===== src/sv/tupe_pkg.sv =====
// Shared types, codes and defaults for the trie unique prefix engine.
`timescale 1ns / 1ps

package tupe_pkg;

    // Default sizes of the trie.
    localparam int NODE_COUNT_DEF   = 1024;
    localparam int ALPHABET_DEF     = 26;
    localparam int MAX_WORD_LEN_DEF = 63;

    // Field widths on the stream ports.
    localparam int OPCODE_W = 2;
    localparam int LETTER_W = 5;
    localparam int STATUS_W = 3;
    localparam int PREFIX_W = 6;

    // Operation codes carried in the input user field.
    localparam logic [OPCODE_W-1:0] OP_INSERT = 2'd0;
    localparam logic [OPCODE_W-1:0] OP_QUERY  = 2'd1;
    localparam logic [OPCODE_W-1:0] OP_CLEAR  = 2'd2;
    localparam logic [OPCODE_W-1:0] OP_UNUSED = 2'd3;

    // Result status codes.
    localparam logic [STATUS_W-1:0] ST_INSERTED  = 3'd0;
    localparam logic [STATUS_W-1:0] ST_FOUND     = 3'd1;
    localparam logic [STATUS_W-1:0] ST_NO_UNIQUE = 3'd2;
    localparam logic [STATUS_W-1:0] ST_FULL      = 3'd3;
    localparam logic [STATUS_W-1:0] ST_ABSENT    = 3'd4;
    localparam logic [STATUS_W-1:0] ST_TOO_LONG  = 3'd5;
    localparam logic [STATUS_W-1:0] ST_CLEARED   = 3'd6;

    // Word error register value when the current word has no error yet.
    localparam logic [STATUS_W-1:0] ERR_NONE = 3'd0;

    // Commands from the controller to the datapath.
    typedef struct packed {
        logic accept;     // latch the input item and read the cursor row
        logic exec;       // apply the latched letter to the row just read
        logic clear_ctx;  // empty the trie context and post the cleared result
        logic sweep_wr;   // write one zero row during the clearing sweep
    } cmd_t;

    // Status from the datapath to the controller.
    typedef struct packed {
        logic item_last;  // latched letter ends its word
        logic out_busy;   // output register holds a result not taken this cycle
        logic sweep_last; // clearing sweep is at its final row
    } stat_t;

endpackage


===== src/sv/tupe_ctrl.sv =====
// Controller state machine: item acceptance, letter execution and clearing sweep.
`timescale 1ns / 1ps

module tupe_ctrl (
    input  logic                          clk,
    input  logic                          rst_n,
    input  logic                          s_valid,
    input  logic [tupe_pkg::OPCODE_W-1:0] in_opcode,
    output logic                          s_ready,
    input  tupe_pkg::stat_t               stat,
    output tupe_pkg::cmd_t                cmd
);
    import tupe_pkg::*;

    localparam logic [1:0] S_SWEEP = 2'd0;
    localparam logic [1:0] S_IDLE  = 2'd1;
    localparam logic [1:0] S_EXEC  = 2'd2;
    localparam logic [1:0] S_CLEAR = 2'd3;

    logic [1:0] state_reg;
    logic [1:0] state_next;
    logic       take;

    assign s_ready = (state_reg == S_IDLE);
    assign take    = s_valid && s_ready;

    always_comb
    begin
        state_next    = state_reg;
        cmd           = '0;
        cmd.accept    = take;
        case (state_reg)
            S_SWEEP:
            begin
                cmd.sweep_wr = 1'b1;
                if (stat.sweep_last)
                begin
                    state_next = S_IDLE;
                end
            end
            S_IDLE:
            begin
                if (take)
                begin
                    if (in_opcode inside {OP_INSERT, OP_QUERY})
                    begin
                        state_next = S_EXEC;
                    end
                    else if (in_opcode == OP_CLEAR)
                    begin
                        state_next = S_CLEAR;
                    end
                end
            end
            S_EXEC:
            begin
                // A word-ending letter waits until the output register is free.
                if (!(stat.item_last && stat.out_busy))
                begin
                    cmd.exec   = 1'b1;
                    state_next = S_IDLE;
                end
            end
            S_CLEAR:
            begin
                if (!stat.out_busy)
                begin
                    cmd.clear_ctx = 1'b1;
                    state_next    = S_SWEEP;
                end
            end
            default:
            begin
                state_next = S_IDLE;
            end
        endcase
    end

    always_ff @(posedge clk or negedge rst_n)
    begin
        if (!rst_n)
        begin
            state_reg <= S_SWEEP;
        end
        else
        begin
            state_reg <= state_next;
        end
    end

endmodule


===== config.mk =====
export PLATFORM = sky130hd
export DESIGN_NAME = tupe_ctrl
export DESIGN_NICKNAME = d
export VERILOG_FILES = /design/src/sv/tupe_pkg.sv /design/src/sv/tupe_ctrl.sv
export SDC_FILE = /design/constraint.sdc
export NUM_CORES = 1
export LEC_CHECK = 0
export ABC_AREA = 1
export BUFFER_PORTS_ARGS = -buffer_cell sky130_fd_sc_hd__buf_2
export CAP_MARGIN = 20
export CORE_AREA = 3 3 40 42
export CTS_CLUSTER_SIZE = 12
export DETAILED_ROUTE_END_ITERATION = 8
export DIE_AREA = 0 0 43 45
export SETUP_SLACK_MARGIN = 0.1
export SLEW_MARGIN = 20
export SYNTH_ARGS = -nofsm -noshare
export SYNTH_HDL_FRONTEND = slang
export SYNTH_SLANG_ARGS = --single-unit

===== constraint.sdc =====
create_clock -name clk -period 0.97 [get_ports clk]
set_input_delay 0.194 -clock clk [delete_from_list [all_inputs] [get_ports clk]]
set_output_delay 0.194 -clock clk [all_outputs]
set_load 0.03 [all_outputs]

# Word level (Yosys, flattened, before mapping)
# Cells that the tools add are included.
# Widths: inputs -> output; s select.
[op_classes] eq_ne=10 n_mux=12 n_reduce_logical=6
[ops] cell="$mux 2" count=6
[ops] cell="$pmux 2 s4" count=1
[ops] cell="$eq 2x2->1 const B" count=3
[ops] cell="$ne 2x2->1 const B" count=3
[ops] cell="$mux 1" count=5
[ops] cell="$reduce_and 5->1" count=1
[ops] cell="$eq 2x1->1 const B" count=2
[ops] cell="$logic_not 2->1" count=2
[ops] cell="$ne 3x1->1 const B" count=1
[ops] cell="$logic_and 1x1->1" count=2
[ops] cell="$ne 2x1->1 const B" count=1
[ops] cell="$reduce_bool 2->1" count=1
[word_totals] regBits=2 inputBits=8 output_inout_bits=5 word_cells=29

# Logic depth before layout (Yosys ltp)
[depth] ltp_word=5 mapped_depth=6 depth_no_buf=6

# Worst setup path after synthesis
# No wires, ideal clock.
[synth_path] path_type="register to output" startpoint="reg state_reg[1]" endpoint="out cmd[2] (netlist bit)" t_arrival_ns=1.212 required_ns=0.776 path_slack_ns=-0.436 stages_incl_launch_ff=3 path_buffers=0 path_cell_list="dfrtp_1 -> inv_1 -> a211oi_1"
[synth_lines] item="start, declared" line="tupe_ctrl.sv:20" source="logic [1:0] state_reg;"
[synth_lines] item="start signal, assigned" line="tupe_ctrl.sv:87" source="state_reg <= state_next;"
[synth_lines] item="end, declared" line="tupe_ctrl.sv:11" source="output tupe_pkg::cmd_t cmd"

==> impl_metrics.py <==
metrics = {
    "status": {
        "outcome": "finished with violations",
        "violations": "setup timing",
    },
    "synthesis": {
        "synth_edf_count": 0,
        "ys_top_cells_by_area": "dfrtp_1 (28%), inv_1 (17%), nand2_1 (15%)",
        "ys_ff_latch": 2,
        "ys_seq_area_frac": 0.2797,
        "synth.most_common_cell": "inv_1",
        "ys_types": 11,
        "synthArstFlopShare": 1.000,
        "syn_avg_cell_area_um2": 5.964,
        "yosysTopAreaCell": "dfrtp_1",
        "yosys_warnings": 0,
        "syn-cell-area_um2": 178.9,
        "synth-main-ff-cell": "dfrtp_1",
        "synth_nets": 38,
        "netlist_top_cells_count": "inv_1 (8), nand2_1 (7), nand4_1 (3)",
        "synth_top_cell_area_share": 0.2797,
        "synth_cells": 30,
    },
    "sta": {
        "hold_viol": 0,
        "period_minus_slack_ns": 1.246,
        "post-route-period-util": 1.285,
        "slew_headroom": 0.8828,
        "fin_tns_setup_ns": -1.674,
        "setup_slack_ns": -0.2763,
        "final-setup-viol-count": 7,
        "clock_skew_ns": 0.0008141,
        "slew_viol_final": 0,
        "holdWs_ns": 0.2980,
        "rsz0062_at_grt": "yes",
        "max_slew.worst_pin.slew_ns": 0.1753,
        "fmax_mhz": 802.4,
    },
    "detailed_routing": {
        "wl_um": 627,
        "ant_nets": 0,
        "viasPerCell": 3.843,
        "drt_iter0_drc": 7,
        "wire_per_inst_um": 8.957,
        "vias": 269,
        "drc": 0,
        "dr.pass1.iters": 4,
    },
    "cells_and_area": {
        "largest_reg_flops": 2,
        "synthToLayoutAreaGrowth_pct": 155.2,
        "final_cell_count_no_fill": 70,
        "final_util": 0.3554,
        "final_cell_area_um2": 456.7,
        "drive_gt1_frac": 0.6545,
        "num_antenna_cells": 0,
        "nets": 65,
    },
    "power": {
        "p_int_uw": 874.7,
        "power_density_mw_per_mm2": 3441,
        "p_comb_frac": 0.739,
        "clkPwrFrac": 0.114,
        "p_sw_uw": 696.7,
        "p_leak_uw": 0.0002436,
        "switching_share": 0.4433,
        "p_seq_frac": 0.147,
        "peakVddDrop_mv": 0.9738,
    },
    "global_routing": {
        "antenna_found_initial": 0,
        "grtUsageMet1": 0.09443,
        "grt_pass1_vias": 290,
        "grt.met2_usage": 0.1228,
        "grt_usage": 0.07506,
        "grt_overflow": 0,
        "grtUsageMet3": 0.01594,
        "top_usage_layer": "met2",
        "grt_max_degree": 6,
        "grt_first_pass_wirelength_mm": 1.090,
    },
    "setup_path": {
        "critPathLaunchType": "flop",
        "critPathArrivalTime_ns": 1.05,
        "critical_path.max_fanout": 4,
        "r2r_cells": 7,
        "cp-end-kind": "output port",
        "cp.required_ns": 0.78,
        "path_class": "reg -> out",
    },
    "clocking": {
        "clock-root-buffer": "clkbuf_4",
        "cts_sinks": 2,
        "h-tree-depth": 1,
        "cts_tree": "built",
        "clkLatencyLatePin_ns": 0.22,
        "cts.path.max_buffers": 2,
        "clk_pin_slew_ns": 0.03,
        "cts_made_buffers": 3,
    },
    "worst_hold_path": {
        "hp-class": "in -> async",
    },
    "die": {
        "rows": 13,
        "dieWidth_um": 43,
        "start_util": 0.1392,
        "design.die.area_mm2": 0.001935,
        "core_mm2": 0.001285,
        "die_h_um": 45,
        "io_pins": 13,
    },
    "placement": {
        "port_buffers": 12,
        "place_area_um2": 346.6,
        "placedCellCount": 63,
        "gp_congestion": 0.7464,
    },
    "flow_run": {
        "drv_cap": 0,
    },
}
final cells by class:
type,count,area [um2]
fill,133,828.3
inverter,8,35.03
sequential,2,52.55
multi-input combinational,19,140.1
timing repair buffer,23,187.7
clock buffer,3,22.52
tap,15,18.77
power groups by stage:
stage | clock network (uW) | registers [uW] | logic [uW]
2_1_floorplan | 0 | 239 | 517
3_3_place_gp | 0 | 208 | 879
3_5_place_dp | 0 | 212 | 882
4_1_cts | 188 | 231 | 1150
5_1_grt | 190 | 239 | 1250
6_report | 179 | 231 | 1160
through the flow:
stage	setup slack [ns]	total power [uW]
after detailed placement	-0.1287	1094
after floorplan	-0.1191	755.9
after global placement	-0.1328	1088
final	-0.2763	1571
after CTS	-0.2899	1566
after global routing	-0.3166	1683
logic make-up (layout without fill, tap and decap cells):
kind of cell           after synthesis  count (layout)  synth area share
DFF                                  2               2            0.2797
and+or+nand+nor                     17              17            0.4406
buffers and inverters                9              34            0.2098
AOI/OAI and AO/OA                    2               2           0.06992
final timing paths:
check / startpoint / to / slack [ns]
min reg2reg: state_reg[0] / state_reg[0] / 0.70
max in group asynchronous: rst_n / state_reg[0] / 0.56
min in group clk: in_opcode[1] / state_reg[0] / 0.35
max: state_reg[0] / cmd[2] / -0.28
max reg2reg: state_reg[1] / state_reg[0] / -0.18
min: rst_n / state_reg[1] / 0.30
timing repair:
item,in CTS,in global routing
resized for setup,15,1
hold buffers,1,0
pin swaps,6,4
cloned,0,0
endpoints found under the setup margin,7,7
hold endpoints to repair,2,0
setup buffers,3,0
per-layer routing:
| layer | vias to the layer above | wire length, um |
|---|---|---|
| li1 | 145 | - |
| met1 | 116 | 291 |
| met2 | 8 | 301 |
| met3 | 0 | 34 |
| met4 | 0 | 0 |
| met5 | - | 0 |
critical path, stage by stage (launching register included):
cell      delay (ns)
dfrtp_2         0.45
a211oi_4        0.23
buf_6           0.16
placed cells by master, fill, tap and decap left out:
master | netlist | layout
nand2_2 | 1 | 1
buf_4 | 1 | 7
nand2_1 | 7 | 7
dfrtp_2 | 0 | 2
inv_4 | 0 | 2
o21ai_0 | 1 | 1
nand4_1 | 3 | 3
buf_2 | 0 | 7
nor3_2 | 0 | 1
buf_6 | 0 | 8
nor2_4 | 0 | 2
dlygate4sd3_1 | 0 | 1
nand3_2 | 0 | 1
nor3_4 | 0 | 1
a211oi_4 | 0 | 1
inv_1 | 8 | 6
nand3_1 | 2 | 1
clkbuf_4 | 0 | 3
No activity file was read; power rests on OpenSTA's default activity.
